**src/hdl/mbe_pkg.sv**
```systemverilog
// Types, constants and the action table of the middle button emulator.
package mbe_pkg;

    // Emulation states
    typedef enum logic [3:0] {
        ST_GROUND          = 4'd0,
        ST_DELAYED_LEFT    = 4'd1,
        ST_DELAYED_RIGHT   = 4'd2,
        ST_PRESSED_MIDDLE  = 4'd3,
        ST_PRESSED_LEFT    = 4'd4,
        ST_PRESSED_RIGHT   = 4'd5,
        ST_RELEASED_LEFT   = 4'd6,
        ST_RELEASED_RIGHT  = 4'd7,
        ST_REPRESSED_LEFT  = 4'd8,
        ST_REPRESSED_RIGHT = 4'd9,
        ST_BOTH            = 4'd10
    } emu_state_t;

    // Opcodes of the input word
    localparam logic OP_BUTTON = 1'b0;
    localparam logic OP_TICK   = 1'b1;

    // Physical button numbers
    localparam logic [4:0] BTN_LEFT   = 5'd1;
    localparam logic [4:0] BTN_MIDDLE = 5'd2;
    localparam logic [4:0] BTN_RIGHT  = 5'd3;

    // Mode register codes
    localparam logic [1:0] MODE_OFF  = 2'd0;
    localparam logic [1:0] MODE_AUTO = 2'd2;

    // Held-set bits
    localparam int HELD_LEFT  = 0;
    localparam int HELD_RIGHT = 1;

    // Table columns: held set, then timeout
    localparam logic [2:0] COL_NONE    = 3'd0;
    localparam logic [2:0] COL_LEFT    = 3'd1;
    localparam logic [2:0] COL_RIGHT   = 3'd2;
    localparam logic [2:0] COL_BOTH    = 3'd3;
    localparam logic [2:0] COL_TIMEOUT = 3'd4;

    // Register indexes and reset values
    localparam logic REG_MODE    = 1'b0;
    localparam logic REG_TIMEOUT = 1'b1;
    localparam logic [1:0]  MODE_RESET    = MODE_AUTO;
    localparam logic [15:0] TIMEOUT_RESET = 16'd50;

    // Input word
    typedef struct packed {
        logic       opcode;
        logic [4:0] button_number;
        logic       is_press;
    } mbe_in_t;

    // Result word
    typedef struct packed {
        logic       first_valid;
        logic [1:0] first_button;
        logic       first_press;
        logic       second_valid;
        logic [1:0] second_button;
        logic       second_press;
        logic       swallowed;
    } mbe_out_t;

    // One synthetic button event
    typedef struct packed {
        logic       vld;
        logic [1:0] btn;
        logic       press;
    } emu_act_t;

    // One table entry
    typedef struct packed {
        emu_act_t   a0;
        emu_act_t   a1;
        emu_state_t next;
    } emu_entry_t;

    // Emulator state carried between words
    typedef struct packed {
        emu_state_t  st;
        logic [1:0]  held;
        logic        armed;
        logic [15:0] remaining;
        logic        auto_off;
    } emu_ctx_t;

    // Configuration seen by the step logic
    typedef struct packed {
        logic [1:0]  mode;
        logic [15:0] timeout_ms;
    } emu_cfg_t;

    // Decode a signed action code: +b press, -b release, 0 none
    function automatic emu_act_t act_f(input logic signed [2:0] a);
        emu_act_t         r;
        logic signed [2:0] mag;
        mag = -a;
        r = '0;
        if (a != 3'sd0)
        begin
            r.vld   = 1'b1;
            r.press = ~a[2];
            r.btn   = a[2] ? mag[1:0] : a[1:0];
        end
        return r;
    endfunction

    function automatic emu_entry_t mk(input logic signed [2:0] a0,
                                      input logic signed [2:0] a1,
                                      input emu_state_t nx);
        emu_entry_t r;
        r.a0   = act_f(a0);
        r.a1   = act_f(a1);
        r.next = nx;
        return r;
    endfunction

    // Action table: row by state, column by held set or timeout
    function automatic emu_entry_t emu_row(input emu_state_t s, input logic [2:0] col);
        emu_entry_t e;
        e = mk(3'sd0, 3'sd0, ST_GROUND);
        case (s)
            ST_DELAYED_LEFT:
                case (col)
                    COL_NONE:    e = mk(3'sd1, -3'sd1, ST_GROUND);
                    COL_LEFT:    e = mk(3'sd0, 3'sd0, ST_DELAYED_LEFT);
                    COL_RIGHT:   e = mk(3'sd1, -3'sd1, ST_DELAYED_RIGHT);
                    COL_BOTH:    e = mk(3'sd2, 3'sd0, ST_PRESSED_MIDDLE);
                    COL_TIMEOUT: e = mk(3'sd1, 3'sd0, ST_PRESSED_LEFT);
                    default:     e = mk(3'sd0, 3'sd0, ST_GROUND);
                endcase
            ST_DELAYED_RIGHT:
                case (col)
                    COL_NONE:    e = mk(3'sd3, -3'sd3, ST_GROUND);
                    COL_LEFT:    e = mk(3'sd3, -3'sd3, ST_DELAYED_LEFT);
                    COL_RIGHT:   e = mk(3'sd0, 3'sd0, ST_DELAYED_RIGHT);
                    COL_BOTH:    e = mk(3'sd2, 3'sd0, ST_PRESSED_MIDDLE);
                    COL_TIMEOUT: e = mk(3'sd3, 3'sd0, ST_PRESSED_RIGHT);
                    default:     e = mk(3'sd0, 3'sd0, ST_GROUND);
                endcase
            ST_PRESSED_MIDDLE:
                case (col)
                    COL_NONE:    e = mk(-3'sd2, 3'sd0, ST_GROUND);
                    COL_LEFT:    e = mk(3'sd0, 3'sd0, ST_RELEASED_RIGHT);
                    COL_RIGHT:   e = mk(3'sd0, 3'sd0, ST_RELEASED_LEFT);
                    COL_BOTH:    e = mk(3'sd0, 3'sd0, ST_PRESSED_MIDDLE);
                    COL_TIMEOUT: e = mk(3'sd0, 3'sd0, ST_PRESSED_MIDDLE);
                    default:     e = mk(3'sd0, 3'sd0, ST_GROUND);
                endcase
            ST_PRESSED_LEFT:
                case (col)
                    COL_NONE:    e = mk(-3'sd1, 3'sd0, ST_GROUND);
                    COL_LEFT:    e = mk(3'sd0, 3'sd0, ST_PRESSED_LEFT);
                    COL_RIGHT:   e = mk(-3'sd1, 3'sd0, ST_DELAYED_RIGHT);
                    COL_BOTH:    e = mk(3'sd3, 3'sd0, ST_BOTH);
                    COL_TIMEOUT: e = mk(3'sd0, 3'sd0, ST_PRESSED_LEFT);
                    default:     e = mk(3'sd0, 3'sd0, ST_GROUND);
                endcase
            ST_PRESSED_RIGHT:
                case (col)
                    COL_NONE:    e = mk(-3'sd3, 3'sd0, ST_GROUND);
                    COL_LEFT:    e = mk(-3'sd3, 3'sd0, ST_DELAYED_LEFT);
                    COL_RIGHT:   e = mk(3'sd0, 3'sd0, ST_PRESSED_RIGHT);
                    COL_BOTH:    e = mk(3'sd1, 3'sd0, ST_BOTH);
                    COL_TIMEOUT: e = mk(3'sd0, 3'sd0, ST_PRESSED_RIGHT);
                    default:     e = mk(3'sd0, 3'sd0, ST_GROUND);
                endcase
            ST_RELEASED_LEFT:
                case (col)
                    COL_NONE:    e = mk(-3'sd2, 3'sd0, ST_GROUND);
                    COL_LEFT:    e = mk(-3'sd2, 3'sd0, ST_DELAYED_LEFT);
                    COL_RIGHT:   e = mk(3'sd0, 3'sd0, ST_RELEASED_LEFT);
                    COL_BOTH:    e = mk(3'sd1, 3'sd0, ST_REPRESSED_LEFT);
                    COL_TIMEOUT: e = mk(3'sd0, 3'sd0, ST_RELEASED_LEFT);
                    default:     e = mk(3'sd0, 3'sd0, ST_GROUND);
                endcase
            ST_RELEASED_RIGHT:
                case (col)
                    COL_NONE:    e = mk(-3'sd2, 3'sd0, ST_GROUND);
                    COL_LEFT:    e = mk(3'sd0, 3'sd0, ST_RELEASED_RIGHT);
                    COL_RIGHT:   e = mk(-3'sd2, 3'sd0, ST_DELAYED_RIGHT);
                    COL_BOTH:    e = mk(3'sd3, 3'sd0, ST_REPRESSED_RIGHT);
                    COL_TIMEOUT: e = mk(3'sd0, 3'sd0, ST_RELEASED_RIGHT);
                    default:     e = mk(3'sd0, 3'sd0, ST_GROUND);
                endcase
            ST_REPRESSED_LEFT:
                case (col)
                    COL_NONE:    e = mk(-3'sd2, -3'sd1, ST_GROUND);
                    COL_LEFT:    e = mk(-3'sd2, 3'sd0, ST_PRESSED_LEFT);
                    COL_RIGHT:   e = mk(-3'sd1, 3'sd0, ST_RELEASED_LEFT);
                    COL_BOTH:    e = mk(3'sd0, 3'sd0, ST_REPRESSED_LEFT);
                    COL_TIMEOUT: e = mk(3'sd0, 3'sd0, ST_REPRESSED_LEFT);
                    default:     e = mk(3'sd0, 3'sd0, ST_GROUND);
                endcase
            ST_REPRESSED_RIGHT:
                case (col)
                    COL_NONE:    e = mk(-3'sd2, -3'sd3, ST_GROUND);
                    COL_LEFT:    e = mk(-3'sd3, 3'sd0, ST_RELEASED_RIGHT);
                    COL_RIGHT:   e = mk(-3'sd2, 3'sd0, ST_PRESSED_RIGHT);
                    COL_BOTH:    e = mk(3'sd0, 3'sd0, ST_REPRESSED_RIGHT);
                    COL_TIMEOUT: e = mk(3'sd0, 3'sd0, ST_REPRESSED_RIGHT);
                    default:     e = mk(3'sd0, 3'sd0, ST_GROUND);
                endcase
            ST_BOTH:
                case (col)
                    COL_NONE:    e = mk(-3'sd1, -3'sd3, ST_GROUND);
                    COL_LEFT:    e = mk(-3'sd3, 3'sd0, ST_PRESSED_LEFT);
                    COL_RIGHT:   e = mk(-3'sd1, 3'sd0, ST_PRESSED_RIGHT);
                    COL_BOTH:    e = mk(3'sd0, 3'sd0, ST_BOTH);
                    COL_TIMEOUT: e = mk(3'sd0, 3'sd0, ST_BOTH);
                    default:     e = mk(3'sd0, 3'sd0, ST_GROUND);
                endcase
            default:
                // ground, and any code outside the state list
                case (col)
                    COL_NONE:    e = mk(3'sd0, 3'sd0, ST_GROUND);
                    COL_LEFT:    e = mk(3'sd0, 3'sd0, ST_DELAYED_LEFT);
                    COL_RIGHT:   e = mk(3'sd0, 3'sd0, ST_DELAYED_RIGHT);
                    COL_BOTH:    e = mk(3'sd2, 3'sd0, ST_PRESSED_MIDDLE);
                    COL_TIMEOUT: e = mk(3'sd0, 3'sd0, ST_GROUND);
                    default:     e = mk(3'sd0, 3'sd0, ST_GROUND);
                endcase
        endcase
        return e;
    endfunction

endpackage

```
**src/hdl/middle_button_emulation_fsm.sv**
```systemverilog
// Top level of the middle button emulator: word stages, state and register port.
// A result word is built from the input register and held in the result register.
// One word per cycle while the receiver takes results; the input register refills
// while the result register is taken, so both stages move together.
// Reset (rst_n low, asynchronous): state ground, nothing held, countdown
// disarmed, mode auto, timeout 50 ms, both stages empty.
module middle_button_emulation_fsm (
    input  logic              clk,
    input  logic              rst_n,
    input  logic              in_valid,
    output logic              in_ready,
    input  mbe_pkg::mbe_in_t  in_data,
    output logic              out_valid,
    input  logic              out_ready,
    output mbe_pkg::mbe_out_t out_data,
    input  logic              psel,
    input  logic              penable,
    input  logic              pwrite,
    input  logic [2:0]        paddr,
    input  logic [31:0]       pwdata,
    output logic [31:0]       prdata,
    output logic              pready
);

    logic              in_valid_reg;
    mbe_pkg::mbe_in_t  in_data_reg;
    logic              out_valid_reg;
    mbe_pkg::mbe_out_t out_data_reg;
    mbe_pkg::emu_ctx_t ctx_reg;
    mbe_pkg::emu_ctx_t ctx_next;
    mbe_pkg::mbe_out_t result_next;
    logic [1:0]        mode_reg;
    logic [15:0]       timeout_reg;
    mbe_pkg::emu_cfg_t cfg;
    logic              advance;
    logic              cfg_write;
    logic              reg_index;

    // Move a word from the input register to the result register
    assign advance   = in_valid_reg && (!out_valid_reg || out_ready);
    assign in_ready  = !in_valid_reg || advance;
    assign out_valid = out_valid_reg;
    assign out_data  = out_data_reg;

    // Register port decode
    assign pready    = 1'b1;
    assign reg_index = paddr[2];
    assign cfg_write = psel && penable && pwrite;
    assign cfg.mode       = mode_reg;
    assign cfg.timeout_ms = timeout_reg;

    always_comb
    begin
        case (reg_index)
            mbe_pkg::REG_MODE:    prdata = {30'd0, mode_reg};
            mbe_pkg::REG_TIMEOUT: prdata = {16'd0, timeout_reg};
            default:              prdata = 32'd0;
        endcase
    end

    mbe_step u_step (
        .word     (in_data_reg),
        .ctx      (ctx_reg),
        .cfg      (cfg),
        .ctx_next (ctx_next),
        .result   (result_next)
    );

    // Hold the input word
    always_ff @(posedge clk or negedge rst_n)
    begin
        if (!rst_n)
        begin
            in_valid_reg <= 1'b0;
        end
        else if (in_ready)
        begin
            in_valid_reg <= in_valid;
        end
    end

    always_ff @(posedge clk)
    begin
        if (in_ready && in_valid)
        begin
            in_data_reg <= in_data;
        end
    end

    // Hold the result word until it is taken
    always_ff @(posedge clk or negedge rst_n)
    begin
        if (!rst_n)
        begin
            out_valid_reg <= 1'b0;
        end
        else if (advance)
        begin
            out_valid_reg <= 1'b1;
        end
        else if (out_ready)
        begin
            out_valid_reg <= 1'b0;
        end
    end

    always_ff @(posedge clk)
    begin
        if (advance)
        begin
            out_data_reg <= result_next;
        end
    end

    // Emulator state and configuration registers
    always_ff @(posedge clk or negedge rst_n)
    begin
        if (!rst_n)
        begin
            ctx_reg.st        <= mbe_pkg::ST_GROUND;
            ctx_reg.held      <= 2'b00;
            ctx_reg.armed     <= 1'b0;
            ctx_reg.remaining <= 16'd0;
            ctx_reg.auto_off  <= 1'b0;
            mode_reg          <= mbe_pkg::MODE_RESET;
            timeout_reg       <= mbe_pkg::TIMEOUT_RESET;
        end
        else
        begin
            if (advance)
            begin
                ctx_reg <= ctx_next;
            end
            if (cfg_write)
            begin
                case (reg_index)
                    mbe_pkg::REG_MODE:
                    begin
                        mode_reg         <= pwdata[1:0];
                        ctx_reg.auto_off <= 1'b0;
                    end
                    mbe_pkg::REG_TIMEOUT:
                    begin
                        timeout_reg <= pwdata[15:0];
                    end
                    default:
                    begin
                        mode_reg <= mode_reg;
                    end
                endcase
            end
        end
    end

endmodule

```
**src/hdl/mbe_step.sv**
```systemverilog
// Combinational step: one input word against the current emulator state.
module mbe_step (
    input  mbe_pkg::mbe_in_t  word,
    input  mbe_pkg::emu_ctx_t ctx,
    input  mbe_pkg::emu_cfg_t cfg,
    output mbe_pkg::emu_ctx_t ctx_next,
    output mbe_pkg::mbe_out_t result
);

    mbe_pkg::emu_entry_t ev_entry;
    mbe_pkg::emu_entry_t to_entry;
    mbe_pkg::emu_entry_t arm_entry;
    logic [1:0]          held_new;
    logic [15:0]         remaining_dec;
    logic                emu_on;
    logic                is_lr;

    // Decode the word and look up the table entries it may need
    always_comb
    begin
        held_new = ctx.held;
        if (word.button_number == mbe_pkg::BTN_LEFT)
        begin
            held_new[mbe_pkg::HELD_LEFT] = word.is_press;
        end
        else
        begin
            held_new[mbe_pkg::HELD_RIGHT] = word.is_press;
        end
        remaining_dec = (ctx.remaining != 16'd0) ? 16'(ctx.remaining - 16'd1) : 16'd0;
        emu_on        = (cfg.mode != mbe_pkg::MODE_OFF) && !ctx.auto_off;
        is_lr         = (word.button_number == mbe_pkg::BTN_LEFT) ||
                        (word.button_number == mbe_pkg::BTN_RIGHT);
        ev_entry      = mbe_pkg::emu_row(ctx.st, {1'b0, held_new});
        to_entry      = mbe_pkg::emu_row(ctx.st, mbe_pkg::COL_TIMEOUT);
        arm_entry     = mbe_pkg::emu_row(ev_entry.next, mbe_pkg::COL_TIMEOUT);
    end

    // Advance state and build the result word
    always_comb
    begin
        ctx_next = ctx;
        result   = '0;
        if (word.opcode == mbe_pkg::OP_TICK)
        begin
            // count down, fire the timeout action at zero
            if (ctx.armed)
            begin
                ctx_next.remaining = remaining_dec;
                if (remaining_dec == 16'd0)
                begin
                    ctx_next.armed = 1'b0;
                    if (to_entry.a0.vld)
                    begin
                        result.first_valid  = 1'b1;
                        result.first_button = to_entry.a0.btn;
                        result.first_press  = to_entry.a0.press;
                        ctx_next.st         = to_entry.next;
                    end
                end
            end
        end
        else if (emu_on)
        begin
            if (word.button_number == mbe_pkg::BTN_MIDDLE && cfg.mode == mbe_pkg::MODE_AUTO)
            begin
                // real middle seen: hand control back to the user
                ctx_next.auto_off = 1'b1;
            end
            else if (is_lr)
            begin
                ctx_next.held        = held_new;
                ctx_next.st          = ev_entry.next;
                result.first_valid   = ev_entry.a0.vld;
                result.first_button  = ev_entry.a0.btn;
                result.first_press   = ev_entry.a0.press;
                result.second_valid  = ev_entry.a1.vld;
                result.second_button = ev_entry.a1.btn;
                result.second_press  = ev_entry.a1.press;
                result.swallowed     = ev_entry.a0.vld | ev_entry.a1.vld;
                // arm the countdown when entering a delayed state
                if (arm_entry.a0.vld)
                begin
                    ctx_next.remaining = cfg.timeout_ms;
                    ctx_next.armed     = 1'b1;
                    result.swallowed   = 1'b1;
                end
                else
                begin
                    ctx_next.armed = 1'b0;
                end
            end
        end
    end

endmodule

```
**config.mk**
```make
export PLATFORM = sky130hd
export DESIGN_NAME = middle_button_emulation_fsm
export DESIGN_NICKNAME = d
export VERILOG_FILES = /design/src/hdl/mbe_pkg.sv /design/src/hdl/middle_button_emulation_fsm.sv /design/src/hdl/mbe_step.sv
export SDC_FILE = /design/constraint.sdc
export NUM_CORES = 1
export LEC_CHECK = 0
export ABC_AREA = 1
export BUFFER_PORTS_ARGS = -buffer_cell sky130_fd_sc_hd__buf_2
export CORE_ASPECT_RATIO = 0.5
export CORE_MARGIN = 10
export CORE_UTILIZATION = 55
export CTS_CLUSTER_DIAMETER = 30
export DETAILED_ROUTE_END_ITERATION = 6
export PLACE_DENSITY = 0.77
export REMOVE_ABC_BUFFERS = 1
export SLEW_MARGIN = 20
export SYNTH_ARGS = -nofsm -noshare
export SYNTH_HDL_FRONTEND = slang
export SYNTH_SLANG_ARGS = --single-unit
```
**constraint.sdc**
```tcl
create_clock -name clk -period 3.3 [get_ports clk]
set_input_delay 0.66 -clock clk [delete_from_list [all_inputs] [get_ports clk]]
set_output_delay 0.66 -clock clk [all_outputs]
set_load 0.01 [all_outputs]
```
==> results by group <==
Outcome
  – Outcome: completed

Synthesis
  – Number of warnings printed during yosys synthesis: 0
  – Adder-cell share of the synthesized area: 1.56%
  – Share of synthesized area spent on multiplexers: 3.94%
  – Largest family of logic cells by synthesized area: simple AND/OR/NAND/NOR gates
  – Simple-gate portion of the synthesized area: between 30% and 40%
  – Syn_area_per_cell: about 7.1 um^2
  – Distinct cell type count after synthesis: 40
  – Sequential share of the synthesized area: roughly two fifths
  – Flip-flop and latch count after synthesis: 58
  – Summed instance area of the synthesized netlist: 0.00400 mm^2
  – Synth Area in XOR/XNOR: less than 1%
  – Gate count of the mapped netlist: 561
  – Share of the synthesized area in compound gates (AO/OA/AOI/OAI): 8.00%

STA
  – RSZ-0062 raised after global routing: false
  – Max Freq: about 350 MHz
  – Post-Route Skew: just under 0.009 ns
  – Slew at the pin closest to its max-slew limit: 0.594 ns
  – Worst slew margin: ~60%
  – Shortest clock period the worst path allows after layout: approximately 2.8 ns
  – Setup TNS: 0 ns
  – Hold Fails Final Rpt: 0
  – Tcrit/Tclk final: 85.9%
  – Final setup viols: 0
  – Final Max Slew Viols: 0

Run
  – Max-cap violations: 0

Place
  – Count of input and output buffers: 56
  – DP Area: 0.00428 mm^2
  – Global placer's final weighted congestion: around 0.95
  – Detailed-placement wirelength estimate: 7350 um

Route
  – Via count: 3814
  – Detailed router's first-iteration violation count: 284
  – Routed WL per cell: 14.1 um
  – Antenna viol nets, final: 0
  – Iteration count of the initial detailed-routing pass: 4
  – Post-detailed-route via-to-cell ratio: roughly 5.3
  – Final routed wirelength across all metal layers: between 10000 and 15000 um
  – DRC Markers: 0

Floorplan
  – Die height: ~80 um
  – Floorplan die area: 0.0113 mm^2
  – Row count: 21
  – Width of the die: around 140 um
  – Core footprint: 0.00688 mm^2
  – Starting density of the core: 58.1%
  – Top-level port count: 93

Clocking
  – PostCTS Resize Cnt: 0
  – CTS Hold Bufs: 0
  – Post-CTS Setup Repair Bufs: 0
  – Clock Path Buffers: 2
  – Clock buffers created by TritonCTS: 9
  – Skew-Pair Late Insertion Delay: 0.34 ns
  – CTS Root Cell: sky130_fd_sc_hd__clkbuf_16
  – Worst-path clk slew: around 0.05 ns
  – Maximum level of the CTS H-tree: 3
  – Clock tree from TritonCTS: done
  – Sink count of the clock tree: 58

Power
  – Worst voltage drop across the vdd grid: 0.000261 V
  – Power density relative to cell area: between 500 and 600 mW/mm^2
  – Total leakage power: 2.52 nW

Critical path
  – Worst reg2reg setup slack: around 0.46 ns
  – End of the worst register-to-register path: ctx_reg[4]
  – Required time at the endpoint of the critical path: 3.57 ns
  – Number of cell instances on the worst register-to-register path: 17
  – CP Class: reg -> reg
  – Beginning of the worst register-to-register path: in_data_reg[4]
  – Worst Setup End Kind: flop
  – Data arrival at the endpoint of the critical path: 3.10 ns
  – Maximum fanout along the worst path: 16
  – Kind of start point of the critical path: flop

Final layout
  – Commonest non-fill, non-tap cells in the layout: 181 x sky130_fd_sc_hd__nand2_1, 67 x sky130_fd_sc_hd__inv_1, 55 x sky130_fd_sc_hd__buf_2
  – Commonest non-fill, non-tap cell in the layout: sky130_fd_sc_hd__nand2_1
  – Flip-flop count of the largest register after layout: 24
  – Final instance area: roughly 0.0045 mm^2
  – Antenna diodes: 0
  – Area Growth Syn to Fin: 13.3%
  – Share of cells above drive strength 1: 19.0%
  – Post-layout nets: 670

Global route
  – Total overflow reported by the global router: 0
  – Initial antenna violation count: 0
  – Wire length of the first global-routing pass: 16800 um
  – Busiest metal layer after global routing: met2
  – Via count of the first global-routing pass: 3669
  – Aggregate global-route resource usage: 17.9%
  – Grt met1 use: 20.7%
  – Grt met3 use: 5.11%
  – Largest net degree at the start of global routing: 45
  – Met2 usage in global routing: 30.9%

Worst hold path
  – Type of the tightest min-delay check: in -> async
## per-stage QoR
| stage | util, % | setup slack (ns) | hold WS, ns | std cells | power, mW |
|---|---|---|---|---|---|
| 2_1_floorplan | - | 0.882 | 0.364 | 544 | 1.33 |
| 5_1_grt | 65.9 | 0.159 | 0.376 | 713 | 2.48 |
| 4_1_cts | 65.8 | 0.506 | 0.496 | 713 | 2.35 |
| 3_5_place_dp | 62.1 | 0.547 | 0.481 | 697 | 1.53 |
| 6_report | 65.9 | 0.464 | 0.326 | 713 | 2.34 |
| 3_3_place_gp | 62.1 | 0.569 | 0.472 | 697 | 1.52 |
## synthesized netlist by cell type, drive strengths merged
master  instances  share of area [%]
clkinv          1              0.094
a31oi           2               0.31
inv            68                6.4
o21ai          30                3.8
a21boi          1               0.19
mux2           14                3.9
xnor2           1               0.22
a21oi           8                1.1
dfrtp          40                 25
clkbuf          9               0.84
nor3            1               0.12
xor2            2               0.44
nand2         190                 19
nand3b          1               0.19
or2             2               0.31
o31ai           2               0.38
ha              5                1.6
buf            24                4.6
nand3          41                5.9
nor2           61                6.2
a221oi          1               0.22
o21bai          3               0.56
edfxtp         14                 11
dfstp           4                2.6
o211ai          4               0.88
conb            2               0.19
nand4          26                4.2
o22ai           4               0.63
## critical path: stages (launching register included)
cell and delay [ns]:
sky130_fd_sc_hd__edfxtp_1 0.37, sky130_fd_sc_hd__nor2_2 0.22, sky130_fd_sc_hd__nand4_1 0.18, sky130_fd_sc_hd__nand2_2 0.21, sky130_fd_sc_hd__inv_1 0.11, sky130_fd_sc_hd__ha_1 0.26
sky130_fd_sc_hd__nand3_1 0.10, sky130_fd_sc_hd__nand2_1 0.06, sky130_fd_sc_hd__nor2_1 0.10, sky130_fd_sc_hd__nand2_1 0.05, sky130_fd_sc_hd__nor2_1 0.17, sky130_fd_sc_hd__nand2_1 0.07
sky130_fd_sc_hd__nor2_1 0.14, sky130_fd_sc_hd__nand3_1 0.17, sky130_fd_sc_hd__nand3_4 0.11, sky130_fd_sc_hd__buf_4 0.22, sky130_fd_sc_hd__nand4_1 0.12, sky130_fd_sc_hd__nand2_1 0.10
## power by group
part           leakage [nW]  internal (mW)  switching (mW)
sequential            0.702          0.830          0.0558
combinational          1.68          0.214           0.428
clock                 0.130          0.501           0.312
## worst max-delay path by stage
stage / from / end / slack (ns)
2_1_floorplan: in_data_reg[4] / ctx_reg[10] / 0.88
3_3_place_gp: in_data_reg[4] / ctx_reg[14] / 0.57
3_5_place_dp: in_data_reg[4] / ctx_reg[10] / 0.55
4_1_cts: in_data_reg[4] / ctx_reg[4] / 0.51
5_1_grt: in_data_reg[4] / ctx_reg[15] / 0.16
6_report: in_data_reg[4] / ctx_reg[4] / 0.46
## routing by layer
metal / wire length, um / part of all wire (%) / vias up
met1: 4400 / 44 / 1766
met2: 4740 / 47 / 131
li1: - / - / 1899
met3: 779 / 7.7 / 18
met4: 174 / 1.7 / 0
met5: 0 / 0 / -
## cells by family (layout without fill, tap and decap cells)
kind of cell | after synthesis | after routing
flip-flops | 58 | 58
buffers and inverters | 102 | 146
XOR/XNOR | 3 | 3
AO/OA/AOI/OAI | 55 | 55
adder cells (fa/ha/maj) | 5 | 5
AND/OR/NAND/NOR | 322 | 322
other | 2 | 18
multiplexers | 14 | 14
## final cells by class
class                      count  area, um^2
multi-input combinational    417        2060
fill                         610        2350
clock inverter                 4        20.0
timing repair buffer          61         320
inverter                      69         259
sequential                    58        1530
clock buffer                  12         236
tap                           92         115
Note: power is estimated with default switching activity, not from simulation.
